$ cat src/rtl/e8d_pkg.sv
// ----------------------------------------------------------------------------
// e8d_pkg
// Shared widths, constants and types of the E8 lattice decoder pipeline.
// ----------------------------------------------------------------------------
package e8d_pkg;

	localparam int DIM       = 8;
	localparam int IDX_W     = $clog2(DIM);
	localparam int FRAC_BITS = 8;
	localparam int IN_W      = 16;
	localparam int OUT_W     = 10;

	localparam int ONE_Q  = 1 << FRAC_BITS;
	localparam int HALF_Q = 1 << (FRAC_BITS - 1);

	// coordinate after the half offset, signed
	localparam int X_W   = IN_W + 2;
	// rounded integer coordinate, signed, with room for the parity fix
	localparam int PT_W  = IN_W - FRAC_BITS + 3;
	// rounding residue r*ONE - x, signed, |d| <= HALF
	localparam int D_W   = FRAC_BITS + 1;
	// unsigned residue magnitude
	localparam int ERR_W = FRAC_BITS;
	// residue after the parity fix, |e| <= ONE + HALF
	localparam int E_W   = FRAC_BITS + 2;
	// one squared residue, unsigned
	localparam int SQ_W  = 2 * FRAC_BITS + 2;
	// sum of DIM squares
	localparam int DS_W  = SQ_W + IDX_W;
	// low coordinate bits that reach the doubled output
	localparam int LO_W  = OUT_W - 1;

	localparam int S_TDATA_W = DIM * IN_W;
	localparam int M_TDATA_W = ((DIM * OUT_W + 7) / 8) * 8;

	// per-stage load enables
	typedef struct packed {
		logic en_s1;
		logic en_s2;
		logic en_s3;
		logic en_s4;
		logic en_s5;
	} stage_en_t;

endpackage

$ cat src/rtl/e8d_dist.sv
// ----------------------------------------------------------------------------
// e8d_dist
// Squared distance of one candidate: square stage, then sum stage.
// ----------------------------------------------------------------------------
module e8d_dist import e8d_pkg::*; (
	input  logic                  clk,
	input  stage_en_t             en,
	input  logic signed [E_W-1:0] e [DIM],
	output logic [DS_W-1:0]       dsum_s4
);

	logic signed [2*E_W-1:0] prod  [DIM];
	logic        [SQ_W-1:0]  sq_s3 [DIM];
	logic        [DS_W-1:0]  acc;

	always_comb begin
		for (int i = 0; i < DIM; i++) begin
			prod[i] = e[i] * e[i];
		end
	end

	always_ff @(posedge clk) begin
		if (en.en_s3) begin
			for (int i = 0; i < DIM; i++) begin
				sq_s3[i] <= prod[i][SQ_W-1:0];
			end
		end
	end

	always_comb begin
		acc = '0;
		for (int i = 0; i < DIM; i++) begin
			acc = acc + DS_W'(sq_s3[i]);
		end
	end

	always_ff @(posedge clk) begin
		if (en.en_s4) begin
			dsum_s4 <= acc;
		end
	end

endmodule

$ cat config.mk
export PLATFORM = sky130hd
export DESIGN_NAME = e8d_dist
export DESIGN_NICKNAME = d
export VERILOG_FILES = /design/src/rtl/e8d_pkg.sv /design/src/rtl/e8d_dist.sv
export SDC_FILE = /design/constraint.sdc
export NUM_CORES = 2
export LEC_CHECK = 0
export ABC_AREA = 1
export BUFFER_PORTS_ARGS = -buffer_cell sky130_fd_sc_hd__buf_4
export CAP_MARGIN = 25
export CORE_ASPECT_RATIO = 1.5
export CORE_MARGIN = 5
export CORE_UTILIZATION = 25
export DETAILED_ROUTE_END_ITERATION = 8
export SLEW_MARGIN = 20
export SYNTH_ARGS = -nofsm -noshare
export SYNTH_HDL_FRONTEND = slang
export SYNTH_SLANG_ARGS = --single-unit
$ cat constraint.sdc
create_clock -name clk -period 10.6 [get_ports clk]
set_input_delay 2.65 -clock clk [delete_from_list [all_inputs] [get_ports clk]]
set_output_delay 2.65 -clock clk [all_outputs]
set_load 0.01 [all_outputs]
-- After elaboration in Yosys (flattened, before gate mapping)
Memory sizes are Yosys's and may differ from the RTL's.
Index checks and enable logic that the tools add are counted.
- $add $sub $neg: 7
- $mul: 8
- muxes and demuxes: 2
- operator list (cell ; count):
    $mul 10x10->18 ; 8
    $add 21x18->21 ; 4
    $add 20x18->21 ; 1
    $add 19x18->20 ; 1
    $add 18x18->19 ; 1
    $mux 1 ; 2
- bits in registers: 21
- RAM bits: 144
- logic and storage cells: 19
- memories: 1
- memories (memory ; words ; width ; rd ports ; clocked after Yosys merged registers in ; wr ports ; line ; text):
    sq_s3 ; 8 ; 18 ; 8 ; 0 ; 8 ; e8d_dist.sv:13 ; logic [SQ_W-1:0] sq_s3 [DIM];

-- Depth between registers and ports, before layout
- word-level depth: 7
- depth in mapped cells: 24

-- Least setup slack after synthesis
OpenSTA, ideal clock, no wires.
- path type: input -> register
- from: in e[39] in the netlist's numbering
- to: mem sq_s3[2][17] in the netlist's numbering, data pin
- setup time: 0.252 ns
- data arrival time: 6.834 ns
- required time: 10.348 ns
- slack: 3.514 ns
- stages on the path: 18
- cells stage by stage: clkbuf_1 -> nand2_1 -> fa_1 -> inv_1 -> fa_1 -> inv_1 -> fa_1 -> fa_1 -> fa_1 -> inv_1 -> ha_1 -> a21oi_1 -> a21boi_0 -> nand2_1 -> nor2_1 -> inv_1 -> nand2_1 -> nand2_1
- RTL lines (element ; line ; text):
    from (decl) ; e8d_dist.sv:8 ; input logic signed [E_W-1:0] e [DIM],
    to (decl) ; e8d_dist.sv:13 ;

==> results_dict.tcl <==
set metrics [dict create \
    outcome "finished, final reports clean" \
    yosysTopAreaCell "fa_1" \
    dr.pass1.iters 5 \
    yosysMostFrequentCell "inv_1" \
    relSlewSlack 0.435 \
    avgSynthCellArea_um2 8.34 \
    cts_hold_buf 0 \
    rsz0062_at_grt "false" \
    finalSetupTns_ns 0 \
    synth_cells 4369 \
    core_mm2 0.145 \
    hold_path_class "flop to flop" \
    wl_per_cell_um 13.2 \
    setup_viol 0 \
    io_pins 107 \
    final.period_utilization 0.652 \
    drv_cap 0 \
    die_h_um 477 \
    row_count 171 \
    grt_start_max_net_pins 72 \
    r2r_end "dsum_s4[18]" \
    worstPathMaxFanout 14 \
    wl_met1_mm 32.3 \
    highest_layer "met5" \
    clock-skew-final_ns 0.0141 \
    met3_wirelength_mm 3.29 \
    criticalPathCategory "primary input to flop" \
    synth_edf_count 157 \
    startpoint "e[39]" \
    synth_ff_type "edfxtp_1" \
    async_flop_share 0 \
    io_buffers 103 \
    cp.arrival_ns 7.09 \
    cts_tree "done" \
    yosys_warnings 0 \
    start_util 0.251 \
    syn_to_final_growth_pct 9.63 \
    fin_crit_ns 6.92 \
    worst_slew_pin_slew_ns 0.847 \
    routed_wl_mm 83.6 \
    cp.required_ns 10.78 \
    drt-initial-drc-count 1037 \
    globalplace.congestion 0.869 \
    synthTopCellsByArea "fa_1 (38%), inv_1 (15%), edfxtp_1 (13%)" \
    clkSinkCount 157 \
    wl_met2_mm 45.4 \
    route.vias.total 26100 \
    synth_top_area_share 0.377 \
    die-area_mm2 0.154 \
    cts_buffer_depth 2 \
    reg2regPathDepth 18 \
    antenna_found_initial 13 \
    r2r_slack_ns 6.16 \
    post-route-drc-count 0 \
    die_w_um 322 \
    synth_seq_cells 157 \
    grt_pass1_wl_mm 140 \
    drive_gt1_frac 0.0371 \
    r2r_start "sq_s3[2][20]" \
    grt_use_total 0.112 \
    synth_commonest_cells "inv_1 (1,442), nand2_1 (865), fa_1 (686)" \
    grt-ovfl-total 0 \
    ctsResizeCount 0 \
    start_kind "primary input" \
    root_buffer "clkbuf_16" \
    cts_max_level 4 \
    numCtsBuffers 17 \
    dp_hpwl_mm 74.3 \
    fmax_mhz 145 \
    hold_viol_final 0 \
    cts_setup_buffers 0 \
    finalNetCount 5556 \
    synthesis.area_mm2 0.0364 \
    crit_path_end "sq_s3[2][17]" \
    drt-vias-per-instance 4.13 \
    end_kind "flop" \
    yosysSeqAreaShare 0.129 \
    clk_latency_ns 0.44 \
    report.final.slew_viol_count 0 \
    synth.distinct_cells 36 \
    postRouteAntennaNets 0 \
    path_clk_slew_ns 0.07 \
    grt_pass1_vias 28800 \
]
layer usage:
layer	vias to the layer above	global-route usage
li1	12700	-
met1	12900	0.125
met2	375	0.216
met3	131	0.0177
met4	14	0.0310
met5	-	0
flip-flops by register name (all words and copies together), names as in the netlist:
register / flops
dsum_s4: 21
sq_s3: 136
cell families after synthesis:
logic type / count (synthesis) / synth area share
other: 2 / 0.000206
buffers and inverters: 1533 / 0.159
adder cells (fa/ha/maj): 1057 / 0.505
XOR/XNOR: 138 / 0.0332
multiplexers: 1 / 0.000309
flip-flops: 157 / 0.129
AND/OR/NAND/NOR: 1260 / 0.140
AO/OA/AOI/OAI: 221 / 0.0340
worst max-delay path: stages:
cell and delay (ns):
buf_4 0.18, nand2_1 0.18, fa_1 0.66, inv_1 0.13, fa_1 0.55, inv_1 0.10, fa_1 0.57, fa_1 0.44
fa_1 0.51, inv_1 0.04, ha_1 0.31, a21oi_1 0.18, a21boi_0 0.18, nand2_1 0.07, nor2_1 0.15, inv_1 0.06
nand2_1 0.06, nand2_1 0.07
worst min-delay path by stage:
stage	cells past startpoint	end	start	slack, ns
final	2	dsum_s4[0]	sq_s3[1][0]	0.85
after global routing	2	dsum_s4[0]	sq_s3[1][0]	0.91
after global placement	2	dsum_s4[1]	sq_s3[1][0]	0.84
after detailed placement	2	dsum_s4[1]	sq_s3[1][0]	0.86
after floorplan	2	dsum_s4[0]	sq_s3[1][18]	0.64
after CTS	2	dsum_s4[1]	sq_s3[1][0]	0.87
per-stage QoR:
step | util | setup slack (ns) | cell area (µm²) | hold slack [ns] | instances
after floorplan | - | 3.51 | 36400 | 0.635 | 4371
after global placement | 0.271 | 3.22 | 39300 | 0.840 | 6297
after detailed placement | 0.271 | 3.20 | 39300 | 0.859 | 6297
after CTS | 0.276 | 3.66 | 39900 | 0.875 | 6328
after global routing | 0.276 | 3.34 | 39900 | 0.907 | 6328
final | 0.276 | 3.68 | 39900 | 0.855 | 6334
cell usage in the layout, fill, tap and decap left out, drive strengths merged, types with 17 or more instances in the layout:
cell type and n:
nand3 151, clkbuf 17, nand2 867, o21bai 23
xor2 102, ha 371, inv 1458, fa 686
o21ai 37, a21oi 127, edfxtp 157, buf 104
xnor2 36, nor2 189, a21o 17
cell type report:
cell class | instances | area, µm²
Multi-Input combinational cell | 2681 | 25900
Sequential cell | 157 | 4710
Antenna cell | 6 | 15.0
Fill cell | 15500 | 105000
Timing Repair Buffer | 104 | 785
Clock inverter | 14 | 229
Inverter | 1452 | 5450
Clock buffer | 17 | 425
Tap cell | 1903 | 2380
Power is left out: the tool's default activity adds up to more than one toggle a clock period on the data nets, which glitch-free logic cannot reach.
