File: src/rtl/e8d_pkg.sv
// ----------------------------------------------------------------------------
// e8d_pkg
// Shared widths, constants and types of the E8 lattice decoder pipeline.
// ----------------------------------------------------------------------------
package e8d_pkg;

	localparam int DIM       = 8;
	localparam int IDX_W     = $clog2(DIM);
	localparam int FRAC_BITS = 8;
	localparam int IN_W      = 16;
	localparam int OUT_W     = 10;

	localparam int ONE_Q  = 1 << FRAC_BITS;
	localparam int HALF_Q = 1 << (FRAC_BITS - 1);

	// coordinate after the half offset, signed
	localparam int X_W   = IN_W + 2;
	// rounded integer coordinate, signed, with room for the parity fix
	localparam int PT_W  = IN_W - FRAC_BITS + 3;
	// rounding residue r*ONE - x, signed, |d| <= HALF
	localparam int D_W   = FRAC_BITS + 1;
	// unsigned residue magnitude
	localparam int ERR_W = FRAC_BITS;
	// residue after the parity fix, |e| <= ONE + HALF
	localparam int E_W   = FRAC_BITS + 2;
	// one squared residue, unsigned
	localparam int SQ_W  = 2 * FRAC_BITS + 2;
	// sum of DIM squares
	localparam int DS_W  = SQ_W + IDX_W;
	// low coordinate bits that reach the doubled output
	localparam int LO_W  = OUT_W - 1;

	localparam int S_TDATA_W = DIM * IN_W;
	localparam int M_TDATA_W = ((DIM * OUT_W + 7) / 8) * 8;

	// per-stage load enables
	typedef struct packed {
		logic en_s1;
		logic en_s2;
		logic en_s3;
		logic en_s4;
		logic en_s5;
	} stage_en_t;

endpackage

File: src/rtl/e8d_d8.sv
// ----------------------------------------------------------------------------
// e8d_d8
// D8 decode in two stages: round every coordinate, then fix odd parity.
// ----------------------------------------------------------------------------
module e8d_d8 import e8d_pkg::*; (
	input  logic                    clk,
	input  stage_en_t               en,
	input  logic signed [X_W-1:0]   x [DIM],
	output logic signed [PT_W-1:0]  pt_s2 [DIM],
	output logic signed [E_W-1:0]   e_s2 [DIM]
);

	logic        [X_W-1:0]  mag   [DIM];
	logic        [X_W-1:0]  rnd   [DIM];
	logic signed [PT_W-1:0] r_c   [DIM];
	logic signed [X_W:0]    dfull [DIM];

	logic signed [PT_W-1:0] r_s1 [DIM];
	logic signed [D_W-1:0]  d_s1 [DIM];

	// stage 1: round half away from zero, keep residue r*ONE - x
	always_comb begin
		for (int i = 0; i < DIM; i++) begin
			mag[i]   = x[i][X_W-1] ? $unsigned(-x[i]) : $unsigned(x[i]);
			rnd[i]   = (mag[i] + X_W'(HALF_Q)) >> FRAC_BITS;
			r_c[i]   = x[i][X_W-1] ? -$signed(PT_W'(rnd[i])) : $signed(PT_W'(rnd[i]));
			dfull[i] = $signed({r_c[i], {FRAC_BITS{1'b0}}}) - $signed({x[i][X_W-1], x[i]});
		end
	end

	always_ff @(posedge clk) begin
		if (en.en_s1) begin
			for (int i = 0; i < DIM; i++) begin
				r_s1[i] <= r_c[i];
				d_s1[i] <= dfull[i][D_W-1:0];
			end
		end
	end

	// stage 2: worst coordinate (first on tie) and parity fix
	logic [ERR_W-1:0] err  [DIM];
	logic [ERR_W-1:0] err1 [DIM/2];
	logic [IDX_W-1:0] idx1 [DIM/2];
	logic [ERR_W-1:0] err2 [DIM/4];
	logic [IDX_W-1:0] idx2 [DIM/4];
	logic [IDX_W-1:0] best;
	logic             odd;
	logic signed [PT_W-1:0] pt_c [DIM];
	logic signed [E_W-1:0]  e_c  [DIM];

	always_comb begin
		odd = 1'b0;
		for (int i = 0; i < DIM; i++) begin
			err[i] = d_s1[i][D_W-1] ? ERR_W'(-d_s1[i]) : ERR_W'(d_s1[i]);
			odd    = odd ^ r_s1[i][0];
		end
		for (int j = 0; j < DIM / 2; j++) begin
			if (err[2*j] >= err[2*j+1]) begin
				err1[j] = err[2*j];
				idx1[j] = IDX_W'(2 * j);
			end else begin
				err1[j] = err[2*j+1];
				idx1[j] = IDX_W'(2 * j + 1);
			end
		end
		for (int j = 0; j < DIM / 4; j++) begin
			if (err1[2*j] >= err1[2*j+1]) begin
				err2[j] = err1[2*j];
				idx2[j] = idx1[2*j];
			end else begin
				err2[j] = err1[2*j+1];
				idx2[j] = idx1[2*j+1];
			end
		end
		best = (err2[0] >= err2[1]) ? idx2[0] : idx2[1];
		for (int i = 0; i < DIM; i++) begin
			e_c[i]  = E_W'(d_s1[i]);
			pt_c[i] = r_s1[i];
			if (odd && (best == IDX_W'(i))) begin
				// x above its rounded value: step up, else step down
				if (d_s1[i][D_W-1]) begin
					pt_c[i] = r_s1[i] + PT_W'(1);
					e_c[i]  = E_W'(d_s1[i]) + E_W'(ONE_Q);
				end else begin
					pt_c[i] = r_s1[i] - PT_W'(1);
					e_c[i]  = E_W'(d_s1[i]) - E_W'(ONE_Q);
				end
			end
		end
	end

	always_ff @(posedge clk) begin
		if (en.en_s2) begin
			for (int i = 0; i < DIM; i++) begin
				pt_s2[i] <= pt_c[i];
				e_s2[i]  <= e_c[i];
			end
		end
	end

endmodule

File: config.mk
export PLATFORM = sky130hd
export DESIGN_NAME = e8d_d8
export DESIGN_NICKNAME = d
export VERILOG_FILES = /design/src/rtl/e8d_pkg.sv /design/src/rtl/e8d_d8.sv
export SDC_FILE = /design/constraint.sdc
export NUM_CORES = 1
export LEC_CHECK = 0
export ABC_AREA = 1
export BUFFER_PORTS_ARGS = -buffer_cell sky130_fd_sc_hd__buf_2
export CAP_MARGIN = 0
export CORE_UTILIZATION = 49
export CTS_CLUSTER_DIAMETER = 150
export DETAILED_ROUTE_END_ITERATION = 10
export PLACE_DENSITY_LB_ADDON = 0.25
export SYNTH_ARGS = -nofsm -noshare
export SYNTH_HDL_FRONTEND = slang
export SYNTH_SLANG_ARGS = --single-unit
export TNS_END_PERCENT = 10
File: constraint.sdc
create_clock -name clk -period 5.9 [get_ports clk]
set_input_delay 1.77 -clock clk [delete_from_list [all_inputs] [get_ports clk]]
set_output_delay 1.77 -clock clk [all_outputs]
set_load 0.02 [all_outputs]
# Yosys cells after proc, flatten, opt, wreduce, memory -nomap -nowiden

Memory sizes are Yosys's and may differ from the RTL's.
Index checks and enable logic that the tools add are counted.

Reductions and logical operators: 9
Bitwise gates (word level): 7
Order comparisons: 7
$add $sub $neg: 72
Equality and inequality tests: 7
Mux-type cells: 71

Operators by type and width:

| cell                    | number |
|---|---|
| $mux W11                | 24 |
| $mux W10                | 16 |
| $add A18 B8 Y18 const B | 8 |
| $mux W18                | 8 |
| $neg A18 Y18            | 8 |
| $mux W8                 | 14 |
| $add A11 B2 Y11 const B | 8 |
| $neg A10 Y11            | 8 |
| $sub A11 B2 Y11 const B | 8 |
| $add A9 B10 Y10 const B | 8 |
| $sub A9 B10 Y10 const B | 8 |
| $sub A9 B9 Y9           | 8 |
| $neg A8 Y8              | 8 |
| $ge A8 B8 Y1            | 7 |
| $eq A3 B3 Y1 const B    | 4 |
| $mux W3                 | 3 |
| $logic_and A1 B1 Y1     | 8 |
| $xor A1 B1 Y1           | 7 |
| $eq A3 B2 Y1 const B    | 2 |
| $mux W1                 | 6 |
| $eq A3 B1 Y1 const B    | 1 |
| $logic_not A3 Y1        | 1 |

Bits of input ports: 150
Output and inout bits: 168
Bits in writable memories: 160
Bits in registers: 168
Word-level logic and storage cells: 191
Memories: 2

Memory list:

| name | depth | bits a word | read ports | clocked after memory_dff | wr ports | RTL line     | text |
|---|---|---|---|---|---|---|---|
| r_s1 | 8     | 11          | 8          | 0                        | 8        | e8d_d8.sv:18 | `logic signed [PT_W-1:0] r_s1 [DIM];` |
| d_s1 | 8     | 9           | 8          | 0                        | 8        | e8d_d8.sv:19 | `logic signed [D_W-1:0] d_s1 [DIM];` |

# Depth between registers and ports, before layout

Gate-level depths: netlist (run 1).
An unclocked memory read counts as a cell.

Word-level depth: 12
Depth in mapped cells: 43
Mapped depth without buffers: 40

# Least setup slack after synthesis (run 1)

No wires, ideal clock.

Kind: reg2reg
Start point: memory d_s1[1][0] (netlist name)
End point: register pt_s2[63] (netlist name), data pin
Cell stages (with the launch flop): 37
Clock period less this slack: 5.561 ns
Data required time: 5.647 ns
Data arrival time: 5.308 ns
Path buffers: 5
Setup slack: 0.339 ns
Path through: edfxtp_1 inv_1 ha_1 inv_1 nor2_1 inv_1 o41ai_1 xnor2_1 ha_1 nand2_1 nor2_1 nand4_1 o2111ai_1 clkbuf_1 nand2_1 o21ai_0 ha_1 inv_1 nor2_1 nor2_1 o21ai_1 nand2_1 o2111a_1 buf_2 clkbuf_1 o21ai_0 ha_1 a21oi_1 nor2_1 a211oi_1 nand3_2 o21ai_2 inv_2 buf_2 buf_2 nand4_1 nand2_1

RTL lines:

| what                           | RTL line     | text |
|---|---|---|
| start: declaration             | e8d_d8.sv:19 |  |
| end signal: indexed assignment | e8d_d8.sv:95 | `pt_s2[i] <= pt_c[i];` |
| end: declaration               | e8d_d8.sv:9  | `output logic signed [PT_W-1:0] pt_s2 [DIM],` |

==> metrics.csv, run 1 <==
metric,value,unit
grt_first_pass_wirelength,102000,µm
worst_slack,161,ps
final_nets,4087,
worst_skew_pair.late_latency,550,ps
synthArstFlopShare,0,%
max-slew-margin-rel,39.6,%
max_freq,174,MHz
post_drt_via_cell_ratio,5.12,
run_status,finished clean,
row_count,83,
globalRouteOverflowTotal,0,
synth_enable_flop_cells,320,
core_area,51400,µm²
cts_htree_levels,2,
layout_min_cycle_time,5740,ps
synthesis.instances,3353,
arr_time_crit_path,6040,ps
seqCellArea,9610,µm²
fin_crit_sh,97.3,%
diodes,0,
cp_slowest_stage_delay,440,ps
power.ir.vdd_worst,0.000679,V
fin_area,30300,µm²
final_layout_size_suffix_gt1_share,18.3,%
critPathSlowestCell,sky130_fd_sc_hd__edfxtp_1,
synth-warning-count,0,
type_of_element_launching_the_critical_path,register,
totalWireLength,64400,µm
effective_utilization_at_floorplan,49.7,%
final-max-slew-violation-count,0,
synthFlopType,sky130_fd_sc_hd__edfxtp_1,
hold_violations_final,0,
yosysSeqAreaShare,37.6,%
critPathMaxFanout,8,
area_taken_by_multi_input_logic_gates,14300,µm²
route.detailed.wl_per_inst,14.4,µm
floorplan.die_area,53100,µm²
setup_violations,0,
grt_pass1_vias,20600,
mostFrequentLayoutCell,sky130_fd_sc_hd__nand2_1,
syn2layout_area_growth,18.3,%
postPlaceCellArea,28500,µm²
grt_start_max_net_pins,89,
cts_max_path_buffers,3,
synthesis.area_per_instance,7.63,µm²
cts.clk_slew.worst_paths,60,ps
die_w,230,µm
maxCapViolations,0,
gr-usage-all-layers,23.6,%
dr_total_vias,22900,
port_buffers,314,
chipHeight,230,µm
postCtsHoldBufs,0,
final_core_util,58.8,%
route.antenna.remaining_nets,0,
tritoncts,done,
setup_skew,23.6,ps
synthesis.nets,3668,
clockRootBuffer,sky130_fd_sc_hd__clkbuf_16,
p_leak,14.4,nW
pin_count,318,
ys_ff_latch,320,
grt_antenna_before_repair,0,
drc,0,
fillerInstances,4758,
drt-pass1-iter-count,5,
min-delay-path-class,reg -> reg,
crit_path_end_kind,register,
worstSetupPathType,reg -> reg,
drtIter0Drc,1203,
final_cell_mix,"sky130_fd_sc_hd__nand2_1 (1074), sky130_fd_sc_hd__inv_1 (378), sky130_fd_sc_hd__edfxtp_1 (320), sky130_fd_sc_hd__buf_2 (312), sky130_fd_sc_hd__nor2_1 (261)",
tritoncts.num_buffers,38,
synth_cell_types,55,
timing.critical_path.required,6200,ps
gp_routability_congestion,0.903,
place.detailed.hpwl,49300,µm
worst_pin_slew,905,ps
pre_cts_slack,-82.3,ps
post_synth_instance_area,25600,µm²
clkSinkCount,320,
pwr_density_cell,543,nW/µm²
[final timing paths]
kind / from / endpoint / slack [ps] / depth (start not counted)
min: d_s1[1][16] / e_s2[27] / 470 / 0
max reg2reg: d_s1[1][0] / pt_s2[72] / 160 / 36
min reg2reg: d_s1[1][16] / e_s2[27] / 470 / 0
max: d_s1[1][0] / pt_s2[72] / 160 / 36
[Yosys cell counts (38+ instances only)]
cell	n	share of area, %
sky130_fd_sc_hd__xor2_1	159	5.4
sky130_fd_sc_hd__nor2_1	270	4.0
sky130_fd_sc_hd__edfxtp_1	320	38
sky130_fd_sc_hd__ha_1	157	7.7
sky130_fd_sc_hd__o21ai_0	126	2.5
sky130_fd_sc_hd__buf_2	38	0.74
sky130_fd_sc_hd__nand2_1	1084	16
sky130_fd_sc_hd__a21oi_1	93	1.8
sky130_fd_sc_hd__xnor2_1	76	2.6
sky130_fd_sc_hd__nand3_1	201	3.9
sky130_fd_sc_hd__nand4_1	124	3.0
sky130_fd_sc_hd__inv_1	392	5.8
[registers in the layout (all words and copies together), names as in the netlist]
register	cells
pt_s2	88
r_s1	88
d_s1	72
e_s2	72
[stage by stage]
step | setup TNS, ps | cells | power (mW) | hold WS, ps
floorplan | 0 | 3353 | 9.78 | 426
global placement | 0 | 4380 | 13.2 | 461
detailed placement | -641 | 4380 | 13.3 | 464
CTS | 0 | 4445 | 15.7 | 476
global route | -9950 | 4477 | 17.6 | 491
finish | 0 | 4477 | 16.4 | 473
[logic make-up (layout without fill, tap and decap cells)]
family | count (synthesis) | in the layout | share of synthesized area, %
compound gates | 303 | 303 | 6.89
buf+inv | 477 | 921 | 7.58
simple gates | 1852 | 1852 | 31.5
fa+ha+maj | 165 | 165 | 8.31
xor+xnor | 236 | 236 | 8.11
flops | 320 | 320 | 37.6
[per-layer routing]
metal / routed length, µm / global-route usage, % / vias up / part of all wire (%)
met5: 0 / 0 / - / 0
met4: 1380 / 6.00 / 0 / 2.1
met1: 29600 / 31.6 / 10400 / 46
met2: 30800 / 40.2 / 467 / 48
met3: 2690 / 3.01 / 83 / 4.2
li1: - / - / 12000 / -
[cell type report]
| cell class | instances | area share, % |
|---|---|---|
| Multi-Input combinational cell | 2556 | 47.3 |
| Timing Repair inverter | 1 | 0.0248 |
| Inverter | 398 | 4.95 |
| Timing Repair Buffer | 457 | 9.06 |
| Tap cell | 680 | 2.81 |
| Clock inverter | 21 | 0.753 |
| Sequential cell | 320 | 31.8 |
| Clock buffer | 44 | 3.29 |
[worst max-delay path, delay by kind of cell (launching register included)]
kind | cells | cell delay, ps
AND/OR/NAND/NOR | 14 | 1340
AO/OA/AOI/OAI | 7 | 1350
XOR/XNOR | 1 | 160
adder cells (fa/ha/maj) | 4 | 980
flip-flops | 1 | 440
buffers and inverters | 10 | 1210
[report_power, final]
| part | leakage (nW) | total [mW] | switching, mW | internal [mW] |
|---|---|---|---|---|
| sequential | 3.14 | 3.59 | 0.296 | 3.29 |
| clock | 0.595 | 2.33 | 0.939 | 1.39 |
| combinational | 10.7 | 10.5 | 6.72 | 3.79 |
| total | 14.4 | 16.4 | 7.96 | 8.47 |
[what timing repair did]
action / 4_1_cts / 5_1_grt
resized for setup: 12 / 135
setup buffers: 0 / 30
pin swaps: 0 / 36
cloned: 0 / 2
setup endpoints to repair: 43 / 96
Power figures use the tool's default switching activity.
==> inputs of run 2 (changes only) <==
--- a/config.mk
+++ b/config.mk
@@ -12,6 +12,8 @@
 export CTS_CLUSTER_DIAMETER = 150
 export DETAILED_ROUTE_END_ITERATION = 10
 export PLACE_DENSITY_LB_ADDON = 0.25
+export RECOVER_POWER = 50
+export SKIP_CTS_REPAIR_TIMING = 1
 export SYNTH_ARGS = -nofsm -noshare
 export SYNTH_HDL_FRONTEND = slang
 export SYNTH_SLANG_ARGS = --single-unit
==> metrics.csv, run 2 (synthesized netlist as in run 1, its figures left out) <==
metric,value,unit
final_cell_mix,"sky130_fd_sc_hd__nand2_1 (1078), sky130_fd_sc_hd__inv_1 (379), sky130_fd_sc_hd__edfxtp_1 (320), sky130_fd_sc_hd__buf_2 (300), sky130_fd_sc_hd__nor2_1 (261)",
hold_path_depth,0,
timing.critical_path.required,6200,ps
max_freq,174,MHz
maxCapViolations,4,
fin_crit_sh,97.4,%
port_buffers,314,
internal_power,8.46,mW
core_area,51400,µm²
timing.critical_path.buf_inv,10,
clockPowerShare,14.2,%
rr_worst_depth,36,
drtIter0Drc,1213,
min-delay-path-class,reg -> reg,
worst_pin_slew,2440,ps
route.antenna.remaining_nets,0,
totalWireLength,64400,µm
grt_antenna_before_repair,0,
final-max-slew-violation-count,252,
p_leak,14.3,nW
critical-path-top-delay-family,compound AO/OA/AOI/OAI gates,
diodes,0,
critPathMaxFanout,8,
clkSinkCount,320,
dr_total_vias,22900,
p_seq_share,21.9,%
worst_skew_pair.late_latency,550,ps
grt_first_pass_wirelength,102000,µm
power.ir.vdd_worst,0.000680,V
clockRootBuffer,sky130_fd_sc_hd__clkbuf_16,
cts_htree_levels,2,
place.detailed.hpwl,49300,µm
final_core_util,58.6,%
worstSetupPathType,reg -> reg,
setup_skew,23.2,ps
arr_time_crit_path,6040,ps
tritoncts,done,
route.detailed.wl_per_inst,14.4,µm
pin_count,318,
type_of_element_launching_the_critical_path,register,
floorplan.die_area,53100,µm²
critPathSlowestCell,sky130_fd_sc_hd__edfxtp_1,
gp_routability_congestion,0.903,
run_status,"complete, but fails checks",
pwr_density_cell,545,nW/µm²
row_count,83,
syn2layout_area_growth,17.8,%
dpl.cell_count,4380,
grt_start_max_net_pins,89,
effective_utilization_at_floorplan,49.7,%
cp_slowest_stage_delay,440,ps
setup_violations,0,
chipHeight,230,µm
mostFrequentLayoutCell,sky130_fd_sc_hd__nand2_1,
cts_max_path_buffers,3,
final-instance-count-excl-fill,4477,
cts.clk_slew.worst_paths,60,ps
power.switching,7.95,mW
grt_pass1_vias,20600,
drt-pass1-iter-count,6,
drc,0,
switching_share,48.4,%
biggestRegsByFlops,"pt_s2 (88), r_s1 (88)",
globalRouteOverflowTotal,0,
crit_path_end_kind,register,
die_w,230,µm
hold_violations_final,0,
failed_checks,"max-capacitance violations, max-slew violations",
power.share.combinational,63.9,%
tritoncts.num_buffers,38,
final_nets,4087,
total_number_of_cells_along_the_worst_setup_path,36,
final_layout_size_suffix_gt1_share,17.4,%
gr-usage-all-layers,23.6,%
layout_min_cycle_time,5740,ps
post_drt_via_cell_ratio,5.12,
max-slew-margin-rel,-62.7,%
## run 2: stage by stage
stage / setup WS, ps / hold WS [ps] / power (mW) / cell area, µm² / TNS [ps]
final: 156 / 473 / 16.4 / 30100 / 0
after global routing: -205 / 491 / 17.6 / 30100 / -9950
after CTS: -126 / 476 / 15.7 / 29700 / -1630
after detailed placement: -82.3 / 464 / 13.3 / 28500 / -641
after global placement: 29.8 / 461 / 13.2 / 28500 / 0
after floorplan: 339 / 426 / 9.78 / 25600 / 0
## run 2: path summary, 6_finish.rpt
path / from / end / slack, ps
max: d_s1[1][0] / pt_s2[72] / 160
max reg2reg: d_s1[1][0] / pt_s2[72] / 160
min reg2reg: d_s1[1][16] / e_s2[27] / 470
min: d_s1[1][16] / e_s2[27] / 470
## run 2: cell type report
type,instances,area (µm²)
Sequential cell,320,9610
Clock buffer,44,995
Tap cell,680,851
Multi-Input combinational cell,2556,14300
Inverter,398,1500
Fill cell,4799,21300
Clock inverter,21,228
Timing Repair Buffer,457,2650
Timing Repair inverter,1,7.51
## run 2: power groups by stage
stage | Combinational (mW) | Sequential, mW | Clock, mW
after floorplan | 5.80 | 3.98 | 0
after global placement | 9.58 | 3.64 | 0
after detailed placement | 9.70 | 3.63 | 0
after CTS | 9.75 | 3.59 | 2.39
after global routing | 11.5 | 3.64 | 2.46
final | 10.5 | 3.59 | 2.33
## run 2: worst register-to-register path: cells and delay by family, from the launching register on
kind,cells,cell delay [ps]
buf+inv,10,1230
flops,1,440
simple gates,14,1350
xor+xnor,1,160
fa+ha+maj,4,980
compound gates,7,1360
## run 2: layer usage
layer  up-vias  routed length (µm)  part of all wire (%)  track usage (%)
met5         -                   0                     0                0
met4         0                1370                   2.1             6.00
met3        82                2770                   4.3             3.01
met2       481               30900                    48             40.2
met1     10400               29400                    46             31.6
li1      12000                   -                     -                -
==> inputs of run 3 (changes only) <==
==> constraint.sdc (replaced) <==
create_clock -name clk -period 6.1 [get_ports clk]
set_input_delay 1.83 -clock clk [delete_from_list [all_inputs] [get_ports clk]]
set_output_delay 1.83 -clock clk [all_outputs]
set_load 0.02 [all_outputs]
==> metrics.csv, run 3 (synthesized netlist as in run 1, its figures left out) <==
metric,value,unit
biggestRegsByFlops,"pt_s2 (88), r_s1 (88)",
rr_startpoint,d_s1[0][12],
drt-pass1-iter-count,5,
globalRouteOverflowTotal,0,
p_seq_share,23.1,%
cp_slowest_stage_delay,430,ps
die_w,230,µm
clkSinkCount,320,
final_cell_mix,"sky130_fd_sc_hd__nand2_1 (1086), sky130_fd_sc_hd__inv_1 (389), sky130_fd_sc_hd__edfxtp_1 (320), sky130_fd_sc_hd__buf_2 (299), sky130_fd_sc_hd__nor2_1 (269)",
area_taken_by_multi_input_logic_gates,14100,µm²
drc,0,
tritoncts,done,
grt_pass1_vias,20400,
layout_min_cycle_time,5750,ps
grt_antenna_before_repair,0,
r2r_slack,350,ps
cts.clk_slew.worst_paths,60,ps
rr_worst_depth,34,
power.switching,7.37,mW
post_layout_total_power,15.1,mW
setup_violations,0,
setup_skew,20.0,ps
diodes,0,
maxCapViolations,3,
dr_total_vias,22500,
pwr_density_cell,512,nW/µm²
gr-usage-all-layers,23.4,%
crit_path_end_kind,register,
internal_power,7.70,mW
arr_time_crit_path,6030,ps
critPathSlowestCell,sky130_fd_sc_hd__edfxtp_1,
seqCellArea,9610,µm²
place.detailed.hpwl,48700,µm
gp_routability_congestion,0.893,
worst_slack,345,ps
hold_path_depth,0,
chipHeight,230,µm
mostFrequentLayoutCell,sky130_fd_sc_hd__nand2_1,
type_of_element_launching_the_critical_path,register,
cts_max_path_buffers,3,
critical-path-top-delay-family,simple AND/OR/NAND/NOR gates,
cts_htree_levels,2,
final_layout_size_suffix_gt1_share,14.3,%
crit-reg2reg-capture,e_s2[48],
syn2layout_area_growth,15.1,%
pin_count,318,
max_freq,174,MHz
floorplan.die_area,53100,µm²
pre_cts_slack,86.9,ps
grt_first_pass_wirelength,100000,µm
dpl.cell_count,4340,
effective_utilization_at_floorplan,49.7,%
min-delay-start,d_s1[1][16],
hold_violations_final,0,
final_nets,4019,
totalWireLength,62800,µm
max-slew-margin-rel,-179,%
worst_pin_slew,4180,ps
min-delay-path-class,reg -> reg,
tritoncts.num_buffers,37,
holdPathEnd,e_s2[27],
fin_crit_sh,94.3,%
clockRootBuffer,sky130_fd_sc_hd__clkbuf_16,
timing.critical_path.required,6370,ps
clockPowerShare,15.4,%
switching_share,48.9,%
p_leak,14.0,nW
core_area,51400,µm²
run_status,"complete, but fails checks",
final-instance-count-excl-fill,4410,
port_buffers,314,
power.share.combinational,61.5,%
critPathMaxFanout,12,
failed_checks,"max-capacitance violations, max-slew violations",
drtIter0Drc,1206,
power.ir.vdd_worst,0.000518,V
grt_start_max_net_pins,85,
total_number_of_cells_along_the_worst_setup_path,34,
route.antenna.remaining_nets,0,
route.detailed.wl_per_inst,14.2,µm
timing.critical_path.buf_inv,7,
final-max-slew-violation-count,240,
row_count,83,
worst_skew_pair.late_latency,550,ps
fillerInstances,4884,
worstSetupPathType,reg -> reg,
post_drt_via_cell_ratio,5.10,
worst_path_most_repeated_cell,sky130_fd_sc_hd__nand2_1,
-- run 3: metrics by stage --
step	util (%)	hold WS, ps	setup TNS (ps)	area [µm²]
CTS	57.2	477	0	29400
global route	57.3	488	-275	29400
detailed placement	54.8	460	0	28200
finish	57.3	475	0	29400
floorplan	-	426	0	25600
global placement	54.8	463	0	28200
-- run 3: power by group through the flow --
stage / combinational (mW) / sequential [mW] / clock, mW
finish: 9.27 / 3.48 / 2.31
global route: 10.2 / 3.52 / 2.45
CTS: 9.11 / 3.48 / 2.37
detailed placement: 9.08 / 3.52 / 0
global placement: 8.98 / 3.52 / 0
floorplan: 5.61 / 3.85 / 0
-- run 3: how the worst max path moves through the flow --
stage                           start   endpoint
after global routing      d_s1[0][12]   e_s2[38]
after global placement    d_s1[0][28]   e_s2[48]
after floorplan            d_s1[1][0]  pt_s2[63]
after CTS                 d_s1[0][28]   e_s2[48]
after detailed placement  d_s1[0][28]   e_s2[48]
final                     d_s1[0][12]   e_s2[48]
-- run 3: worst register-to-register path, delay by kind of cell (launching register included) --
kind / cells / cell delay (ps)
flops: 1 / 430
xor+xnor: 1 / 240
buf+inv: 7 / 940
compound gates: 6 / 1090
simple gates: 17 / 1900
fa+ha+maj: 3 / 890
-- run 3: area by class of cell --
class	count	share of cell area (%)
tap	680	2.89
clock inverter	23	1.01
clock buffer	42	3.21
sequential	320	32.6
inverter	398	5.10
timing repair buffer	390	7.30
multi-input combinational	2556	47.8
timing repair inverter	1	0.0255
-- run 3: routing by layer --
layer / vias up / global-route usage [%] / part of all wire, %
li1: 11800 / - / -
met1: 10200 / 31.2 / 46
met2: 432 / 40.0 / 48
met3: 78 / 3.05 / 4.2
met4: 0 / 5.75 / 2.1
met5: - / 0 / 0
